[src/design/pft_pkg.sv]
// shared types and constants for the prime filter trial division unit
package pft_pkg;

   // classification carried with each value from front to back
   typedef struct packed {
      logic trivial;   // verdict settled by the front, no trial division needed
      logic verdict;   // prime flag when trivial is set
      logic last;      // end-of-matrix marker of the beat
   } pft_tag_type;

   localparam int TAG_WIDTH = $bits(pft_tag_type);

   // first trial divisor and the smallest value that can be prime
   localparam int FIRST_DIVISOR = 2;
   localparam int LOWEST_PRIME  = 2;
   localparam int SMALL_PRIME   = 3;

endpackage

[src/design/pft_front.sv]
// front stage: takes input beats, settles the trivial cases and feeds the queue
module pft_front import pft_pkg::*; #(
   parameter int VALUE_WIDTH = 32
) (
   input  logic                   clock,
   input  logic                   reset,
   input  logic                   push,
   output logic                   full,
   input  logic [VALUE_WIDTH-1:0] req_value,
   input  logic                   req_last_element,
   output logic                   q_push,
   input  logic                   q_full,
   output logic [VALUE_WIDTH-1:0] q_value,
   output pft_tag_type            q_tag
);

   logic                   hold_valid_ff, hold_valid_in;
   logic [VALUE_WIDTH-1:0] hold_value_ff, hold_value_in;
   pft_tag_type            hold_tag_ff, hold_tag_in;
   logic                   accept;
   logic                   negative;
   logic                   below_two;
   logic                   small_prime;

   assign full   = hold_valid_ff & q_full;
   assign accept = push & ~full;
   assign q_push = hold_valid_ff;
   assign q_value = hold_value_ff;
   assign q_tag   = hold_tag_ff;

   always_comb begin
      negative    = req_value[VALUE_WIDTH-1];
      below_two   = req_value < VALUE_WIDTH'(LOWEST_PRIME);
      small_prime = (req_value == VALUE_WIDTH'(LOWEST_PRIME)) ||
                    (req_value == VALUE_WIDTH'(SMALL_PRIME));
      hold_valid_in = accept | (hold_valid_ff & q_full);
      hold_value_in = hold_value_ff;
      hold_tag_in   = hold_tag_ff;
      if (accept) begin
         hold_value_in       = req_value;
         hold_tag_in.trivial = negative | below_two | small_prime;
         hold_tag_in.verdict = small_prime;
         hold_tag_in.last    = req_last_element;
      end
   end

   always_ff @(posedge clock) begin
      if (reset) begin
         hold_valid_ff <= 1'b0;
      end else begin
         hold_valid_ff <= hold_valid_in;
      end
      hold_value_ff <= hold_value_in;
      hold_tag_ff   <= hold_tag_in;
   end

endmodule

[src/design/pft_queue.sv]
// short first-in first-out queue between the front and the back
module pft_queue #(
   parameter int DATA_WIDTH = 35,
   parameter int DEPTH      = 4
) (
   input  logic                  clock,
   input  logic                  reset,
   input  logic                  wr_en,
   output logic                  q_full,
   input  logic [DATA_WIDTH-1:0] wr_data,
   input  logic                  rd_en,
   output logic                  q_empty,
   output logic [DATA_WIDTH-1:0] rd_data
);

   localparam int PTR_WIDTH = (DEPTH > 1) ? $clog2(DEPTH) : 1;
   localparam int CNT_WIDTH = $clog2(DEPTH + 1);

   logic [DATA_WIDTH-1:0] mem_ff [DEPTH];
   logic [DATA_WIDTH-1:0] rd_data_ff;
   logic [PTR_WIDTH-1:0]  wr_ptr_ff, wr_ptr_in;
   logic [PTR_WIDTH-1:0]  rd_ptr_ff, rd_ptr_in;
   logic [CNT_WIDTH-1:0]  count_ff, count_in;
   logic                  do_wr;
   logic                  do_rd;

   assign q_full  = count_ff == CNT_WIDTH'(DEPTH);
   assign q_empty = count_ff == '0;
   assign do_wr   = wr_en & ~q_full;
   assign do_rd   = rd_en & ~q_empty;
   assign rd_data = rd_data_ff;

   always_comb begin
      wr_ptr_in = wr_ptr_ff;
      rd_ptr_in = rd_ptr_ff;
      count_in  = count_ff;
      if (do_wr) begin
         wr_ptr_in = (wr_ptr_ff == PTR_WIDTH'(DEPTH - 1)) ? '0 : wr_ptr_ff + 1'b1;
      end
      if (do_rd) begin
         rd_ptr_in = (rd_ptr_ff == PTR_WIDTH'(DEPTH - 1)) ? '0 : rd_ptr_ff + 1'b1;
      end
      if (do_wr && !do_rd) begin
         count_in = count_ff + 1'b1;
      end else if (do_rd && !do_wr) begin
         count_in = count_ff - 1'b1;
      end
   end

   always_ff @(posedge clock) begin
      if (reset) begin
         wr_ptr_ff <= '0;
         rd_ptr_ff <= '0;
         count_ff  <= '0;
      end else begin
         wr_ptr_ff <= wr_ptr_in;
         rd_ptr_ff <= rd_ptr_in;
         count_ff  <= count_in;
      end
      if (do_wr) begin
         mem_ff[wr_ptr_ff] <= wr_data;
      end
      // head entry prefetched from the next read pointer, new data bypassed in
      rd_data_ff <= (do_wr && (wr_ptr_ff == rd_ptr_in)) ? wr_data : mem_ff[rd_ptr_in];
   end

endmodule

[src/design/pft_back.sv]
// back stage: trial division sequencer with a bit-serial remainder unit
module pft_back import pft_pkg::*; #(
   parameter int VALUE_WIDTH = 32
) (
   input  logic                   clock,
   input  logic                   reset,
   input  logic                   q_empty,
   output logic                   q_pop,
   input  logic [VALUE_WIDTH-1:0] q_value,
   input  pft_tag_type            q_tag,
   output logic                   empty,
   input  logic                   pop,
   output logic [VALUE_WIDTH-1:0] rsp_tested_value,
   output logic                   rsp_prime_flag,
   output logic                   rsp_end_of_matrix
);

   localparam int W  = VALUE_WIDTH;
   localparam int CW = $clog2(W);

   localparam logic [2:0] ST_IDLE   = 3'd0;
   localparam logic [2:0] ST_CHECK  = 3'd1;
   localparam logic [2:0] ST_DIVIDE = 3'd2;
   localparam logic [2:0] ST_STEP   = 3'd3;
   localparam logic [2:0] ST_DONE   = 3'd4;

   logic [2:0]     state_ff, state_in;
   logic [W-1:0]   value_ff, value_in;
   logic           last_ff, last_in;
   logic [W-1:0]   dividend_ff, dividend_in;
   logic [W-1:0]   rem_ff, rem_in;
   logic [W-1:0]   div_ff, div_in;
   logic [2*W-1:0] sq_ff, sq_in;
   logic [CW-1:0]  bit_ff, bit_in;
   logic           verdict_ff, verdict_in;
   logic           out_valid_ff, out_valid_in;
   logic [W-1:0]   out_value_ff, out_value_in;
   logic           out_prime_ff, out_prime_in;
   logic           out_last_ff, out_last_in;
   logic [W:0]     trial;
   logic [W:0]     trial_sub;
   logic           out_free;
   logic           load_out;

   assign empty             = ~out_valid_ff;
   assign rsp_tested_value  = out_value_ff;
   assign rsp_prime_flag    = out_prime_ff;
   assign rsp_end_of_matrix = out_last_ff;
   assign out_free          = ~out_valid_ff | pop;
   assign q_pop             = (state_ff == ST_IDLE) & ~q_empty;

   always_comb begin
      trial     = {rem_ff, dividend_ff[W-1]};
      trial_sub = trial - {1'b0, div_ff};
      load_out  = (state_ff == ST_DONE) & out_free;

      state_in    = state_ff;
      value_in    = value_ff;
      last_in     = last_ff;
      dividend_in = dividend_ff;
      rem_in      = rem_ff;
      div_in      = div_ff;
      sq_in       = sq_ff;
      bit_in      = bit_ff;
      verdict_in  = verdict_ff;

      case (state_ff)
         ST_IDLE: begin
            if (!q_empty) begin
               value_in   = q_value;
               last_in    = q_tag.last;
               verdict_in = q_tag.verdict;
               div_in     = W'(FIRST_DIVISOR);
               sq_in      = (2*W)'(FIRST_DIVISOR * FIRST_DIVISOR);
               state_in   = q_tag.trivial ? ST_DONE : ST_CHECK;
            end
         end
         ST_CHECK: begin
            // no divisor left with d*d <= value: prime
            if (sq_ff > {{W{1'b0}}, value_ff}) begin
               verdict_in = 1'b1;
               state_in   = ST_DONE;
            end else begin
               dividend_in = value_ff;
               rem_in      = '0;
               bit_in      = '0;
               state_in    = ST_DIVIDE;
            end
         end
         ST_DIVIDE: begin
            // one restoring remainder bit per cycle, msb first
            rem_in      = (trial >= {1'b0, div_ff}) ? trial_sub[W-1:0] : trial[W-1:0];
            dividend_in = {dividend_ff[W-2:0], 1'b0};
            bit_in      = bit_ff + 1'b1;
            if (bit_ff == CW'(W - 1)) begin
               state_in = ST_STEP;
            end
         end
         ST_STEP: begin
            if (rem_ff == '0) begin
               verdict_in = 1'b0;
               state_in   = ST_DONE;
            end else begin
               // (d+1)^2 = d^2 + 2d + 1
               sq_in    = sq_ff + {{(W-1){1'b0}}, div_ff, 1'b1};
               div_in   = div_ff + 1'b1;
               state_in = ST_CHECK;
            end
         end
         ST_DONE: begin
            if (out_free) begin
               state_in = ST_IDLE;
            end
         end
         default: begin
            state_in = ST_IDLE;
         end
      endcase

      out_valid_in = out_valid_ff & ~pop;
      out_value_in = out_value_ff;
      out_prime_in = out_prime_ff;
      out_last_in  = out_last_ff;
      if (load_out) begin
         out_valid_in = 1'b1;
         out_value_in = value_ff;
         out_prime_in = verdict_ff;
         out_last_in  = last_ff;
      end
   end

   always_ff @(posedge clock) begin
      if (reset) begin
         state_ff     <= ST_IDLE;
         out_valid_ff <= 1'b0;
      end else begin
         state_ff     <= state_in;
         out_valid_ff <= out_valid_in;
      end
      value_ff     <= value_in;
      last_ff      <= last_in;
      dividend_ff  <= dividend_in;
      rem_ff       <= rem_in;
      div_ff       <= div_in;
      sq_ff        <= sq_in;
      bit_ff       <= bit_in;
      verdict_ff   <= verdict_in;
      out_value_ff <= out_value_in;
      out_prime_ff <= out_prime_in;
      out_last_ff  <= out_last_in;
   end

`ifndef ASSERT_OFF
   // partial remainder always stays below the divisor
   a_rem_below_div: assert property (@(posedge clock) disable iff (reset)
      (state_ff == ST_DIVIDE || state_ff == ST_STEP) |-> (rem_ff < div_ff))
      else $error("partial remainder not below divisor");

   // running square tracks the divisor
   a_square_track: assert property (@(posedge clock) disable iff (reset)
      (state_ff == ST_CHECK) |->
         (sq_ff == ({{W{1'b0}}, div_ff} * {{W{1'b0}}, div_ff})))
      else $error("divisor square out of step");

   // divisor never drops below the first trial divisor during a test
   a_div_floor: assert property (@(posedge clock) disable iff (reset)
      (state_ff == ST_CHECK || state_ff == ST_DIVIDE) |-> (div_ff >= W'(FIRST_DIVISOR)))
      else $error("trial divisor below two");

   // a prime result is positive and at least two
   a_prime_range: assert property (@(posedge clock) disable iff (reset)
      (out_valid_ff && out_prime_ff) |->
         (!out_value_ff[W-1] && (out_value_ff >= W'(LOWEST_PRIME))))
      else $error("prime flag on a value that cannot be prime");
`endif

endmodule

[src/design/prime_filter_trial_division_unit.sv]
// top level of the prime filter trial division unit
//
//   channel   ports                                       beat accepted when
//   -------   -----------------------------------------   ------------------
//   request   push full req_value req_last_element        push && !full
//   response  empty pop rsp_tested_value rsp_prime_flag   pop && !empty
//             rsp_end_of_matrix
//
// negative values, zero, one, two and three are settled by the front and pass
// through the queue and the back's done state into the response register
// other values are divided by every trial divisor d from two while d*d <= value;
// a composite stops at its first factor, and the bit-serial remainder unit works
// one remainder bit per cycle, VALUE_WIDTH bits for every trial divisor
// reset is synchronous and active high, and clears the queue and all valid flags
// the front keeps accepting beats into its queue while the back works or a
// response waits; full rises only when both the queue and the front register are taken
module prime_filter_trial_division_unit import pft_pkg::*; #(
   parameter int VALUE_WIDTH = 32,
   parameter int QUEUE_DEPTH = 4
) (
   input  logic                   clock,
   input  logic                   reset,
   // request beats
   input  logic                   push,
   output logic                   full,
   input  logic [VALUE_WIDTH-1:0] req_value,
   input  logic                   req_last_element,
   // response beats
   output logic                   empty,
   input  logic                   pop,
   output logic [VALUE_WIDTH-1:0] rsp_tested_value,
   output logic                   rsp_prime_flag,
   output logic                   rsp_end_of_matrix
);

   localparam int ENTRY_WIDTH = VALUE_WIDTH + TAG_WIDTH;

   // front to queue
   logic                   f_push;
   logic                   f_full;
   logic [VALUE_WIDTH-1:0] f_value;
   pft_tag_type            f_tag;

   // queue to back
   logic                   b_pop;
   logic                   b_empty;
   logic [ENTRY_WIDTH-1:0] b_entry;
   logic [VALUE_WIDTH-1:0] b_value;
   pft_tag_type            b_tag;

   assign b_value = b_entry[ENTRY_WIDTH-1:TAG_WIDTH];
   assign b_tag   = pft_tag_type'(b_entry[TAG_WIDTH-1:0]);

   // classifier: settles sign, zero, one, two and three on the spot
   pft_front #(
      .VALUE_WIDTH (VALUE_WIDTH)
   ) u_front (
      .clock            (clock),
      .reset            (reset),
      .push             (push),
      .full             (full),
      .req_value        (req_value),
      .req_last_element (req_last_element),
      .q_push           (f_push),
      .q_full           (f_full),
      .q_value          (f_value),
      .q_tag            (f_tag)
   );

   // decoupling queue, value and tag packed side by side
   pft_queue #(
      .DATA_WIDTH (ENTRY_WIDTH),
      .DEPTH      (QUEUE_DEPTH)
   ) u_queue (
      .clock   (clock),
      .reset   (reset),
      .wr_en   (f_push),
      .q_full  (f_full),
      .wr_data ({f_value, f_tag}),
      .rd_en   (b_pop),
      .q_empty (b_empty),
      .rd_data (b_entry)
   );

   // trial division sequencer with its response register
   pft_back #(
      .VALUE_WIDTH (VALUE_WIDTH)
   ) u_back (
      .clock             (clock),
      .reset             (reset),
      .q_empty           (b_empty),
      .q_pop             (b_pop),
      .q_value           (b_value),
      .q_tag             (b_tag),
      .empty             (empty),
      .pop               (pop),
      .rsp_tested_value  (rsp_tested_value),
      .rsp_prime_flag    (rsp_prime_flag),
      .rsp_end_of_matrix (rsp_end_of_matrix)
   );

endmodule

[config.mk]
export PLATFORM = sky130hd
export DESIGN_NAME = prime_filter_trial_division_unit
export DESIGN_NICKNAME = d
export VERILOG_FILES = /design/src/design/pft_pkg.sv /design/src/design/pft_front.sv /design/src/design/pft_queue.sv /design/src/design/pft_back.sv /design/src/design/prime_filter_trial_division_unit.sv
export SDC_FILE = /design/constraint.sdc
export NUM_CORES = 1
export LEC_CHECK = 0
export BUFFER_PORTS_ARGS = -buffer_cell sky130_fd_sc_hd__buf_4
export CORE_ASPECT_RATIO = 1.25
export CORE_MARGIN = 3
export CORE_UTILIZATION = 30
export CTS_BUF_LIST = sky130_fd_sc_hd__clkbuf_16
export DETAILED_ROUTE_END_ITERATION = 8
export GPL_TIMING_DRIVEN = 0
export MAX_ROUTING_LAYER = met4
export PLACE_DENSITY = 0.46
export RECOVER_POWER = 25
export SETUP_SLACK_MARGIN = 0.02
export SYNTH_ARGS = -nofsm -noshare
export SYNTH_HDL_FRONTEND = slang
export SYNTH_SLANG_ARGS = --single-unit
[constraint.sdc]
create_clock -name clock -period 11.23 [get_ports clock]
set_input_delay 2.246 -clock clock [delete_from_list [all_inputs] [get_ports clock]]
set_output_delay 2.246 -clock clock [all_outputs]
set_load 0.05 [all_outputs]
---- Yosys cells after proc, flatten, opt, wreduce, memory -nomap -nowiden ----
Memories as Yosys holds them, arrays and structs flattened. A register that Yosys moved wholly into a read port is not among the register bits.
Index checks and enable logic that the tools add are counted.
storage, ports and cells
  register bits after elaboration ......... 280
  bits in writable memories ............... 140
  output and inout port bits .............. 36
  memories kept ........................... 1
operators by class
  $add $sub $neg .......................... 8
  $lt $le $gt $ge ......................... 3
  equality and inequality tests ........... 17
  muxes and demuxes ....................... 32
  bitwise operators ....................... 16
  reduce and logical (&&, ||, !) cells .... 17
memories
  memory          depth  bits a word  rd ports  clocked after Yosys merged registers in  wr ports  RTL line         source
  u_queue.mem_ff  4      35           1         1                                        1         pft_queue.sv:19  logic [DATA_WIDTH-1:0] mem_ff [DEPTH];
operator list
  operator                                                                 count
  32-bit one-hot mux with 2 select lines                                   3
  32-bit 2-to-1 mux                                                        5
  64-bit 2-to-1 mux                                                        2
  64-bit one-hot mux with 2 select lines                                   1
  64-bit by 33-bit adder with 64-bit output                                1
  32-bit by 2-bit equality test with 1-bit output, second input constant   2
  64-bit by 32-bit > comparator with 1-bit output                          1
  33-bit by 32-bit greater-or-equal comparator with 1-bit output           1
  32-bit by 1-bit adder with 32-bit output, second input constant          1
  32-bit logical NOT                                                       1
  32-bit by 2-bit < comparator with 1-bit output, second input constant    1
  32-bit subtractor                                                        1
  3-bit 2-to-1 mux                                                         8
  3-bit one-hot mux with 5 select lines                                    1
  5-bit one-hot mux with 2 select lines                                    1
  2-bit by 1-bit inequality test with 1-bit output, second input constant  4
  1-bit bitwise AND                                                        7
  3-bit by 2-bit equality test with 1-bit output, second input constant    2
  3-bit equality test, second input constant                               2
  3-bit logical NOT                                                        2
  1-bit 2-to-1 mux                                                         6
  2-bit 2-to-1 mux                                                         3
  2-bit inequality test, second input constant                             3
  3-bit AND reduction                                                      2
  18 further kinds                                                         32

---- Depth between registers and ports, before layout ----
Gate-level depths: netlist of run 1.
  word-level depth ........................ 7
  mapped depth ............................ 13
  depth with buffers taken out ............ 12

---- Cells and area by module ----
Synthesis of run 1 repeated with hierarchy kept, for this count alone.
unflattened totals
  cell total of the unflattened synthesis .. 1,807
  area, all modules ....................... 21,710.8 um2
modules (own cells, without submodules)
  module     instances  cells an instance  area an instance (um2)  seq. area each (um2)
  pft_back   1          1,522              14,966.9                7,076.8
  pft_queue  1          232                5,565.3                 4,384.2
  pft_front  1          53                 1,178.6                 1,071.0

---- Worst setup path before layout of run 1 ----
No wires, ideal clock.
  kind .................................... register to register
  from .................................... register u_back.rem_ff[0]
  to ...................................... register u_back.div_ff[0], enable pin
  setup time .............................. 0.582 ns
  data arrival time ....................... 5.403 ns
  data required time ...................... 10.648 ns
  path slack .............................. 5.245 ns
  cell stages (with the launch flop) ...... 7
  clock period less this slack ............ 5.985 ns
  cells stage by stage .................... edfxtp_1 > nor4_1 > nand4_1 > nor2_1 > nor2_1 > nand2_1 > a21oi_1
between the ends
  cells in the longest elaborated chain, start to end .. 3
RTL lines
  element                          RTL line         source
  start: declaration               pft_back.sv:31   logic [W-1:0] rem_ff, rem_in;
  start signal: assignment         pft_back.sv:143  rem_ff <= rem_in;
  32-bit logical NOT               pft_back.sv:100  if (rem_ff == '0) begin
  2-bit inequality test (no line)  --
  3-bit AND reduction (no line)    --
  end signal: assignment           pft_back.sv:144  div_ff <= div_in;
  end: declaration                 pft_back.sv:32   logic [W-1:0] div_ff, div_in;
Every way passes these cells.
A chain may end at the register's enable or synchronous reset.

---- Final worst setup path of run 1 ----
  from .................................... register u_back.sq_ff[55]
  to ...................................... register u_back.dividend_ff[29], enable pin
between the ends
  cells in the longest elaborated chain, start to end .. 3
RTL lines
  element                                          RTL line         source
  start: declaration                               pft_back.sv:33   logic [2*W-1:0] sq_ff, sq_in;
  start signal: assignment                         pft_back.sv:145  sq_ff <= sq_in;
  64-bit by 32-bit > comparator with 1-bit output  pft_back.sv:80   if (sq_ff > {{W{1'b0}}, value_ff}) begin
  2-bit inequality test (no line)                  --
  2-bit AND reduction (no line)                    --
  end signal: assignment                           pft_back.sv:142  dividend_ff <= dividend_in;
  end: declaration                                 pft_back.sv:30   logic [W-1:0] dividend_ff, dividend_in;
Every way passes these cells.

==> flow_summary.yaml, run 1 <==
die:
  ioPinCount: 73
  die_y_um: 301.6
  start_util_pct: 30.54
  chipWidth_um: 242.5
  rows: 107
  fp.dieArea_um2: 73130
  core_area_um2: 68680
clock_network:
  cts_buffers: 45
  clock_latency_ps: 590
  hold_buffers: 0
  post_cts_buffers: 0
  cts_tree: "done"
  clockBufferDepth: 3
  clk_pin_slew_ps: 60
  h-tree-depth: 2
  clock-root-buffer: "clkbuf_16"
  clock-sinks: 422
  cts_resized: 0
finish:
  seq_area_um2: 12530
  fin_util_pct: 35.56
  num_antenna_cells: 0
  num-fill-cells: 6643
  layout-drive-gt1-share_pct: 12.69
  area_growth_pct: 16.44
  fin_nets: 1944
  multiInputGateArea_um2: 7876
placement:
  routabilityCongestion: 0.8571
  hpwl_um: 36730
  numPortBuffers: 72
global_routing:
  antenna_found_initial: 0
  grt_pass1_wl_um: 77450
  grt-ovfl-total: 0
  grt_max_degree: 35
  grt_usage_pct: 13.91
  first_global_vias: 13520
timing:
  period_share_pct: 38.32
  skew_ps: 22.05
  finalCriticalPeriod_ps: 4304
  worst_slew_pin_slew_ps: 1773
  relSlewSlack_pct: -18.18
  hold_violations: 0
  slew_violations: 31
  max_freq_mhz: 232.4
  rsz0062_at_grt: "false"
  setup_viol: 0
  setup_tns_ps: 0
  whs_ps: 425.1
pwr:
  p_leak_nw: 8.700
  p_switching_mw: 2.623
  combPwrFrac_pct: 41.0
  p_int_mw: 4.155
  power_density_nw_per_um2: 277.6
  switching_share_pct: 38.70
  irDropWorstVdd_uv: 111.3
  p_total_mw: 6.779
  pwr-share-seq_pct: 37.0
  clkPwrFrac_pct: 22.0
critical_path:
  cp_max_fo: 31
  reg2reg_slack_ps: 6930
  startpoint_type: "flop"
  r2r_cells: 9
  worstPathRequired_ps: 11500
  critPathKind: "reg2reg"
  r2r-end: "u_back.dividend_ff[29]"
  crit_arrival_ps: 4570
  r2r_start: "u_back.sq_ff[55]"
  endpoint_kind: "flop"
routing:
  via_count: 13270
  drc: 0
  via_per_inst: 4.804
  drtAntennaViolNets: 0
  wire_per_inst_um: 18.06
  drtIter0Drc: 716
  drt_first_pass_iters: 5
  wl_um: 49870
synthesis:
  synth_cell_types: 80
  yosysSeqAreaShare_pct: 59.76
  synth.avg_cell_area_um2: 12.57
  synth.most_common_cell: "edfxtp_1"
  syn_nets: 1814
  synthTopCellsByCount: "edfxtp_1 (408), nor2_1 (181), ha_1 (105)"
  ys.flop_type: "edfxtp_1"
  post-synth-top-area-fraction_pct: 58.42
  synth-edff-count: 408
  ys_warn_count: 0
  yosys.area.top_type: "edfxtp_1"
  netlist_area_um2: 20970
  syn_inst: 1669
  synth.top_cells.by_area: "edfxtp_1 (58%), ha_1 (6.3%), mux4_2 (3.8%)"
  synthArstFlopShare_pct: 0
  ys_seq_elements: 422
min_path:
  holdPathStages: 0
  hold_path_class: "reg2reg"
  holdPathEnd: "u_back.rsp_end_of_matrix"
  hold_start: "u_back.last_ff"
job:
  cap_violations: 1
outcome:
  outcome: "complete, but fails checks"
  violations: "capacitance limit, slew limit"
worst max-delay path: stages, from the launching register on:
cell and delay, ps:
edfxtp_1 440, nor4_1 370, nand4_1 210, nor2_1 410, nand2_1 110, a2111oi_0 890
a32oi_1 370, o21ai_0 320, nor2b_4 570, buf_12 280
stage by stage:
stage | cell area (um2) | instances | setup WS, ps
floorplan | 20970 | 1669 | 5245
detailed placement | 22930 | 2678 | 6653
finish | 24420 | 2762 | 6926
global placement | 22670 | 2667 | 2317
CTS | 24440 | 2762 | 6630
global route | 24420 | 2762 | 6547
layout by cell type (no fill, tap or decap), drive strengths merged, types with 3 or more instances in the layout:
cell,Yosys,routed
edfxtp,408,408
nor2,184,184
inv,93,106
ha,105,105
nand2,97,97
a21oi,97,97
buf,15,97
clkbuf,45,96
o21ai,91,91
xnor2,70,70
nand3,46,46
xor2,42,42
nand4,41,41
a21o,40,40
mux4,35,35
nor4,26,26
mux2i,25,25
and3,16,16
clkinv,0,16
and2,15,15
dfxtp,14,14
nor3,14,14
or3,13,13
a211oi,13,13
o21bai,13,13
nand2b,12,12
nor2b,12,12
o211ai,9,9
a31oi,8,8
and4,6,6
o21a,6,6
or2,4,4
a2111oi,4,4
o22ai,4,4
o2bb2ai,3,3
nor3b,3,3
fa,3,3
clkinvlp,0,3
a21boi,3,3
routing by layer:
metal,track usage [%],share of wire [%]
met5,-,0
met4,4.124,2.6
met3,1.912,3.2
met2,24.63,51
met1,16.51,43
layout make-up:
class / count / area share, %
inverters: 93 / 1.430
plain buffers: 60 / 1.004
repair buffers: 83 / 3.049
flip-flops and latches: 422 / 51.32
well taps: 926 / 4.745
clock buffers: 50 / 5.124
clock inverters: 34 / 1.076
multi-input cells: 1094 / 32.25
worst max path at each step:
| stage | start | endpoint | cells past startpoint |
|---|---|---|---|
| 2_1_floorplan | u_back.rem_ff[0] | u_back.div_ff[0] | 6 |
| 3_3_place_gp | u_back.rem_ff[28] | u_back.sq_ff[54] | 6 |
| 3_5_place_dp | u_back.sq_ff[55] | u_back.dividend_ff[30] | 9 |
| 4_1_cts | u_back.sq_ff[55] | u_back.dividend_ff[30] | 9 |
| 5_1_grt | u_back.sq_ff[55] | u_back.dividend_ff[20] | 9 |
| 6_report | u_back.sq_ff[55] | u_back.dividend_ff[29] | 9 |
power by group through the flow:
stage	Clock, mW	Sequential, mW	Combinational, mW
floorplan	0	2.56	1.99
global placement	0	2.61	2.73
detailed placement	0	2.54	2.79
CTS	1.55	2.51	2.82
global route	1.60	2.55	3.11
finish	1.49	2.51	2.78
cells by family after synthesis:
family          Yosys count  synth area share, %
simple gates            495                11.42
flops                   422                59.76
mux                      62                5.059
fa+ha+maj               108                6.551
xor+xnor                112                4.678
buf+inv                 153                2.834
compound gates          317                9.701
sequential cells by signal (all words and copies together), names as in the netlist, 2 cells and up, named ones only:
signal                   flops
u_back.bit_ff                5
u_front.q_tag                3
u_back.value_ff             32
u_front.q_value             32
u_back.rsp_tested_value     32
u_back.div_ff               32
u_back.state_ff              3
u_back.rem_ff               32
u_back.dividend_ff          32
u_queue.mem_ff             140
u_queue.rd_ptr_ff            2
u_queue.wr_ptr_ff            2
u_queue.count_ff             3
u_back.sq_ff                64
No activity file was read; power rests on OpenSTA's default activity.
==> run 2: changes to the inputs <==
--- a/config.mk
+++ b/config.mk
@@ -13,7 +13,7 @@
 export DETAILED_ROUTE_END_ITERATION = 8
 export GPL_TIMING_DRIVEN = 0
 export MAX_ROUTING_LAYER = met4
-export PLACE_DENSITY = 0.46
+export PLACE_DENSITY = 0.48
 export RECOVER_POWER = 25
 export SETUP_SLACK_MARGIN = 0.02
 export SYNTH_ARGS = -nofsm -noshare
==> constraint.sdc (replaced) <==
create_clock -name clock -period 3.8 [get_ports clock]
set_input_delay 0.76 -clock clock [delete_from_list [all_inputs] [get_ports clock]]
set_output_delay 0.76 -clock clock [all_outputs]
set_load 0.05 [all_outputs]
==> flow_summary.yaml, run 2 (synthesis gave the netlist of run 1 again) <==
clock_network:
  clockBufferDepth: 3
  clk_pin_slew_ps: 60
  hold_buffers: 0
  clock-sinks: 422
  cts_tree: "done"
  clock_latency_ps: 590
  cts_buffers: 45
  clock-root-buffer: "clkbuf_16"
  h-tree-depth: 2
job:
  cap_violations: 0
placement:
  numPortBuffers: 72
  place_ws_ps: -996.7
  hpwl_um: 36880
  routabilityCongestion: 0.8793
  numPlacedInstances: 2679
routing:
  via_per_inst: 4.873
  drt_first_pass_iters: 5
  via_count: 13470
  drtIter0Drc: 844
  drtAntennaViolNets: 0
  wl_um: 50520
  drc: 0
  wire_per_inst_um: 18.28
critical_path:
  cp_common_cell: "a21o_1"
  crit_chain: "inv_1 -> ha_1 -> a21o_1 -> a21o_1 -> a21oi_1 -> o21ai_0 -> a2111oi_2 -> a32oi_1 -> o21ai_2 -> nor2b_4 -> buf_12 -> buf_16"
  endpoint_kind: "flop"
  crit_path_top_delay_cell: "a2111oi_2"
  crit_buf_inv: 3
  reg2reg_slack_ps: 280
  critPathKind: "reg2reg"
  crit_arrival_ps: 3810
  worstPathRequired_ps: 4090
  startpoint_type: "flop"
  cp_top_family: "compound AO/OA/AOI/OAI gates"
  cp_max_fo: 19
  max_stage_delay_ps: 570
pwr:
  power_density_nw_per_um2: 814.2
  irDropWorstVdd_uv: 447.6
  p_leak_nw: 8.616
timing:
  setup_viol: 0
  worst_slew_pin_slew_ps: 899.9
  rsz0062_at_grt: "false"
  finalCriticalPeriod_ps: 3521
  hold_violations: 0
  period_share_pct: 92.65
  finalWorstSetupSlack_ps: 279.2
  relSlewSlack_pct: 39.78
  slew_violations: 0
  whs_ps: 369.3
  setup_tns_ps: 0
  max_freq_mhz: 284.0
  skew_ps: 23.08
finish:
  num_antenna_cells: 0
  mostFrequentLayoutCell: "edfxtp_1"
  fin_util_pct: 35.46
  reg_top3: "u_queue.mem_ff x140, u_back.sq_ff x64"
  area_growth_pct: 16.12
  fin_nets: 1948
  final_cell_mix: "edfxtp_1 (408), nor2_1 (180), inv_1 (105), ha_1 (105), nand2_1 (97)"
  regMostFlops: "u_queue.mem_ff"
  instances_no_fill: 2764
  largest_register_ffs: 140
  layout-drive-gt1-share_pct: 12.02
die:
  chipWidth_um: 242.5
  fp.dieArea_um2: 73130
  ioPinCount: 73
  die_y_um: 301.6
  start_util_pct: 30.54
  core_area_um2: 68680
  rows: 107
global_routing:
  antenna_found_initial: 0
  grt-ovfl-total: 0
  grt_pass1_wl_um: 79000
  grt_max_degree: 34
  grt_usage_pct: 14.20
  first_global_vias: 13920
outcome:
  outcome: "finished clean"
min_path:
  hold_path_class: "in2reg"
## run 2: cell count changes in the layout (fill, tap and decap cells not counted), moves of 4 or more
cell	change
buf_4	-33
clkbuf_4	+16
clkinv_1	+4
clkbuf_16	-4
clkbuf_1	+16
## run 2: worst reg2reg max path, stage by stage (launching register included)
cell and delay, ps:
edfxtp_1 460, inv_1 110, ha_1 240, a21o_1 160
a21o_1 170, a21oi_1 120, o21ai_0 150, a2111oi_2 570
a32oi_1 290, o21ai_2 380, nor2b_4 270, buf_12 140
buf_16 160
## run 2: area by class of cell
type	instances	area [um2]
fillers	6727	44330
flip-flops and latches	422	12530
multi-input cells	1095	7910
well taps	926	1159
clock buffers	46	1151
repair buffers	86	772.0
inverters	93	349.1
plain buffers	60	245.2
clock inverters	36	232.7
## run 2: worst paths after layout
kind                                   end                start  cells past startpoint
setup / recovery         u_back.rem_ff[26]  u_back.value_ff[21]                     12
hold / removal          u_front.q_value[0]         req_value[0]                      1
hold reg to reg   u_back.rsp_end_of_matrix       u_back.last_ff                      0
setup reg to reg         u_back.rem_ff[26]  u_back.value_ff[21]                     12
## run 2: what timing repair did
action                     4_1_cts  5_1_grt
resized for setup                6        2
setup buffers                    2        0
cloned                           1        0
setup endpoints to repair       69       10
## run 2: power breakdown
group          internal, mW  total, mW  switching, mW
Combinational          3.26       8.26           4.99
Clock                  2.29       4.17           1.88
Sequential             6.53       7.40          0.864
## run 2: routing by layer
metal	wire length, um	vias to the layer above	share of wire (%)	global-route usage [%]
met5	0	-	0	-
met4	1370	0	2.7	4.510
met3	1590	85	3.1	1.903
met2	25710	212	51	24.96
met1	21850	6656	43	16.93
li1	-	6517	-	-
## run 2: per-stage QoR
stage / total power, mW / cell area [um2]
4_1_cts: 20.06 / 24420
5_1_grt: 21.27 / 24350
3_5_place_dp: 15.76 / 22970
6_report: 19.83 / 24350
2_1_floorplan: 13.36 / 20990
3_3_place_gp: 15.60 / 22690
==> run 3: changes to the inputs <==
--- a/config.mk
+++ b/config.mk
@@ -5,6 +5,7 @@
 export SDC_FILE = /design/constraint.sdc
 export NUM_CORES = 1
 export LEC_CHECK = 0
+export ABC_AREA = 1
 export BUFFER_PORTS_ARGS = -buffer_cell sky130_fd_sc_hd__buf_4
 export CORE_ASPECT_RATIO = 1.25
 export CORE_MARGIN = 3
@@ -12,6 +13,7 @@
 export CTS_BUF_LIST = sky130_fd_sc_hd__clkbuf_16
 export DETAILED_ROUTE_END_ITERATION = 8
 export GPL_TIMING_DRIVEN = 0
+export HOLD_SLACK_MARGIN = 0.12
 export MAX_ROUTING_LAYER = met4
 export PLACE_DENSITY = 0.48
 export RECOVER_POWER = 25
==> flow_summary.yaml, run 3 <==
pwr:
  p_total_mw: 20.63
  irDropWorstVdd_uv: 506.2
  power_density_nw_per_um2: 786.8
  p_leak_nw: 9.845
clock_network:
  clock_latency_ps: 600
  cts_tree: "done"
  post_cts_buffers: 0
  cts_resized: 0
  clk_pin_slew_ps: 60
  hold_buffers: 0
  cts_buffers: 46
  h-tree-depth: 2
  clockBufferDepth: 3
  clock-sinks: 422
  clock-root-buffer: "clkbuf_16"
placement:
  hpwl_um: 55770
  routabilityCongestion: 0.9302
  place_ws_ps: 578.3
  numPortBuffers: 72
  numPlacedInstances: 3525
  postPlaceCellArea_um2: 24770
critical_path:
  endpoint_kind: "flop"
  worstPathRequired_ps: 4060
  crit_chain: "nor2_1 -> nand3_1 -> nor2_1 -> nand2_1 -> nor2_1 -> nand2_1 -> nor2_1 -> nand2_1 -> nand2_1 -> nand2_1 -> nand2_4 -> buf_12"
  cp_max_fo: 37
  r2r_start: "u_back.sq_ff[41]"
  max_stage_delay_ps: 550
  reg2reg_slack_ps: 600
  r2r_cells: 12
  cp_common_cell: "nand2_1"
  crit_path_top_delay_cell: "edfxtp_1"
  critPathKind: "reg2reg"
  crit_arrival_ps: 3460
  r2r-end: "u_back.rem_ff[31]"
  startpoint_type: "flop"
global_routing:
  first_global_vias: 18000
  grt_max_degree: 38
  grt-ovfl-total: 0
  grt_pass1_wl_um: 106500
  antenna_found_initial: 0
  grt_usage_pct: 18.27
routing:
  wl_um: 70740
  wire_per_inst_um: 19.59
  drt_first_pass_iters: 7
  drtIter0Drc: 983
  drc: 0
  drtAntennaViolNets: 0
  via_count: 17680
  via_per_inst: 4.895
synthesis:
  yosys.area.top_type: "edfxtp_1"
  synth-edff-count: 408
  synth_cell_types: 46
  post-synth-top-area-fraction_pct: 54.08
  syn_inst: 2470
  synthTopCellsByCount: "nand2_1 (486), edfxtp_1 (408), nor2_1 (366)"
  synth.top_cells.by_area: "edfxtp_1 (54%), nand2_1 (8.1%), nor2_1 (6.1%)"
  ys.flop_type: "edfxtp_1"
  ys_seq_elements: 422
  synthArstFlopShare_pct: 0
  netlist_area_um2: 22650
  ys_warn_count: 0
  synth.avg_cell_area_um2: 9.172
  synth.most_common_cell: "nand2_1"
  yosysSeqAreaShare_pct: 55.32
  syn_nets: 2615
finish:
  num_antenna_cells: 0
  regMostFlops: "u_queue.mem_ff"
  fin_nets: 2749
  area_growth_pct: 15.71
  multiInputGateArea_um2: 8972
  largest_register_ffs: 140
  fin_area_um2: 26210
  final_cell_mix: "nand2_1 (485), edfxtp_1 (408), nor2_1 (360), inv_1 (264), o21ai_0 (196)"
  reg_top3: "u_queue.mem_ff x140, u_back.sq_ff x64"
  seq_area_um2: 12530
  num-fill-cells: 7666
  layout-drive-gt1-share_pct: 8.024
  mostFrequentLayoutCell: "nand2_1"
  instances_no_fill: 3611
timing:
  skew_ps: 30.09
  setup_viol: 0
  finalWorstSetupSlack_ps: 603.5
  relSlewSlack_pct: 31.64
  finalCriticalPeriod_ps: 3196
  max_freq_mhz: 312.8
  rsz0062_at_grt: "false"
  worst_slew_pin_slew_ps: 1025
  period_share_pct: 84.12
  hold_violations: 0
  slew_violations: 0
  whs_ps: 358.2
die:
  chipWidth_um: 251.8
  ioPinCount: 73
  fp.dieArea_um2: 78870
  die_y_um: 313.2
  core_area_um2: 74690
  rows: 112
  start_util_pct: 30.33
min_path:
  holdPathEnd: "u_front.q_value[0]"
  hold_path_class: "in2reg"
  holdPathStages: 1
  hold_start: "req_value[0]"
outcome:
  outcome: "finished clean"
job:
  cap_violations: 0
-- run 3: metal layers --
layer	part of all wire [%]	track usage, %	wire length (um)
met1	41	20.61	28920
met2	52	33.36	37050
met3	3.0	1.851	2094
met4	3.8	6.833	2683
met5	0	-	0
-- run 3: worst max-delay path by stage --
stage / from / endpoint / slack (ps) / cells past startpoint
detailed placement: u_back.sq_ff[37] / u_back.rem_ff[31] / 580 / 12
CTS: u_back.sq_ff[41] / u_back.rem_ff[31] / 550 / 12
global placement: u_back.state_ff[0] / u_back.sq_ff[60] / -2020 / 7
finish: u_back.sq_ff[41] / u_back.rem_ff[31] / 600 / 12
global route: u_back.sq_ff[26] / u_back.sq_ff[61] / 420 / 12
floorplan: u_back.state_ff[0] / u_back.div_ff[0] / -90 / 7
-- run 3: per-stage QoR --
| stage | setup TNS (ps) | util (%) |
|---|---|---|
| 2_1_floorplan | -8182 | - |
| 3_3_place_gp | -340520 | 32.72 |
| 3_5_place_dp | 0 | 33.16 |
| 4_1_cts | 0 | 35.19 |
| 5_1_grt | 0 | 35.10 |
| 6_report | 0 | 35.10 |
-- run 3: area by class of cell --
type | instances | share of cell area (%)
clock buffer | 47 | 4.487
clock inverter | 39 | 1.303
multi-input combinational | 1731 | 34.23
inverter | 267 | 3.833
sequential | 422 | 47.81
buffer | 50 | 0.8639
timing repair buffer | 86 | 2.850
tap | 969 | 4.625
-- run 3: critical path, delay by kind of cell, from the launching register on --
family        cells  cell delay (ps)
buf+inv           1              290
flops             1              550
simple gates     11             1980
-- run 3: cell families after synthesis --
family	count (synthesis)	synth area share [%]
and+or+nand+nor	1140	21.55
AOI/OAI and AO/OA	460	10.79
adders and majority gates	108	6.064
xor gates and xnor gates	23	0.8892
buffers and inverters	317	5.390
DFF	422	55.32
-- run 3: power breakdown --
group	switching, mW	internal, mW	leakage, nW
Sequential	0.982	6.59	3.98
Clock	1.95	2.55	0.767
Combinational	6.01	2.54	5.09
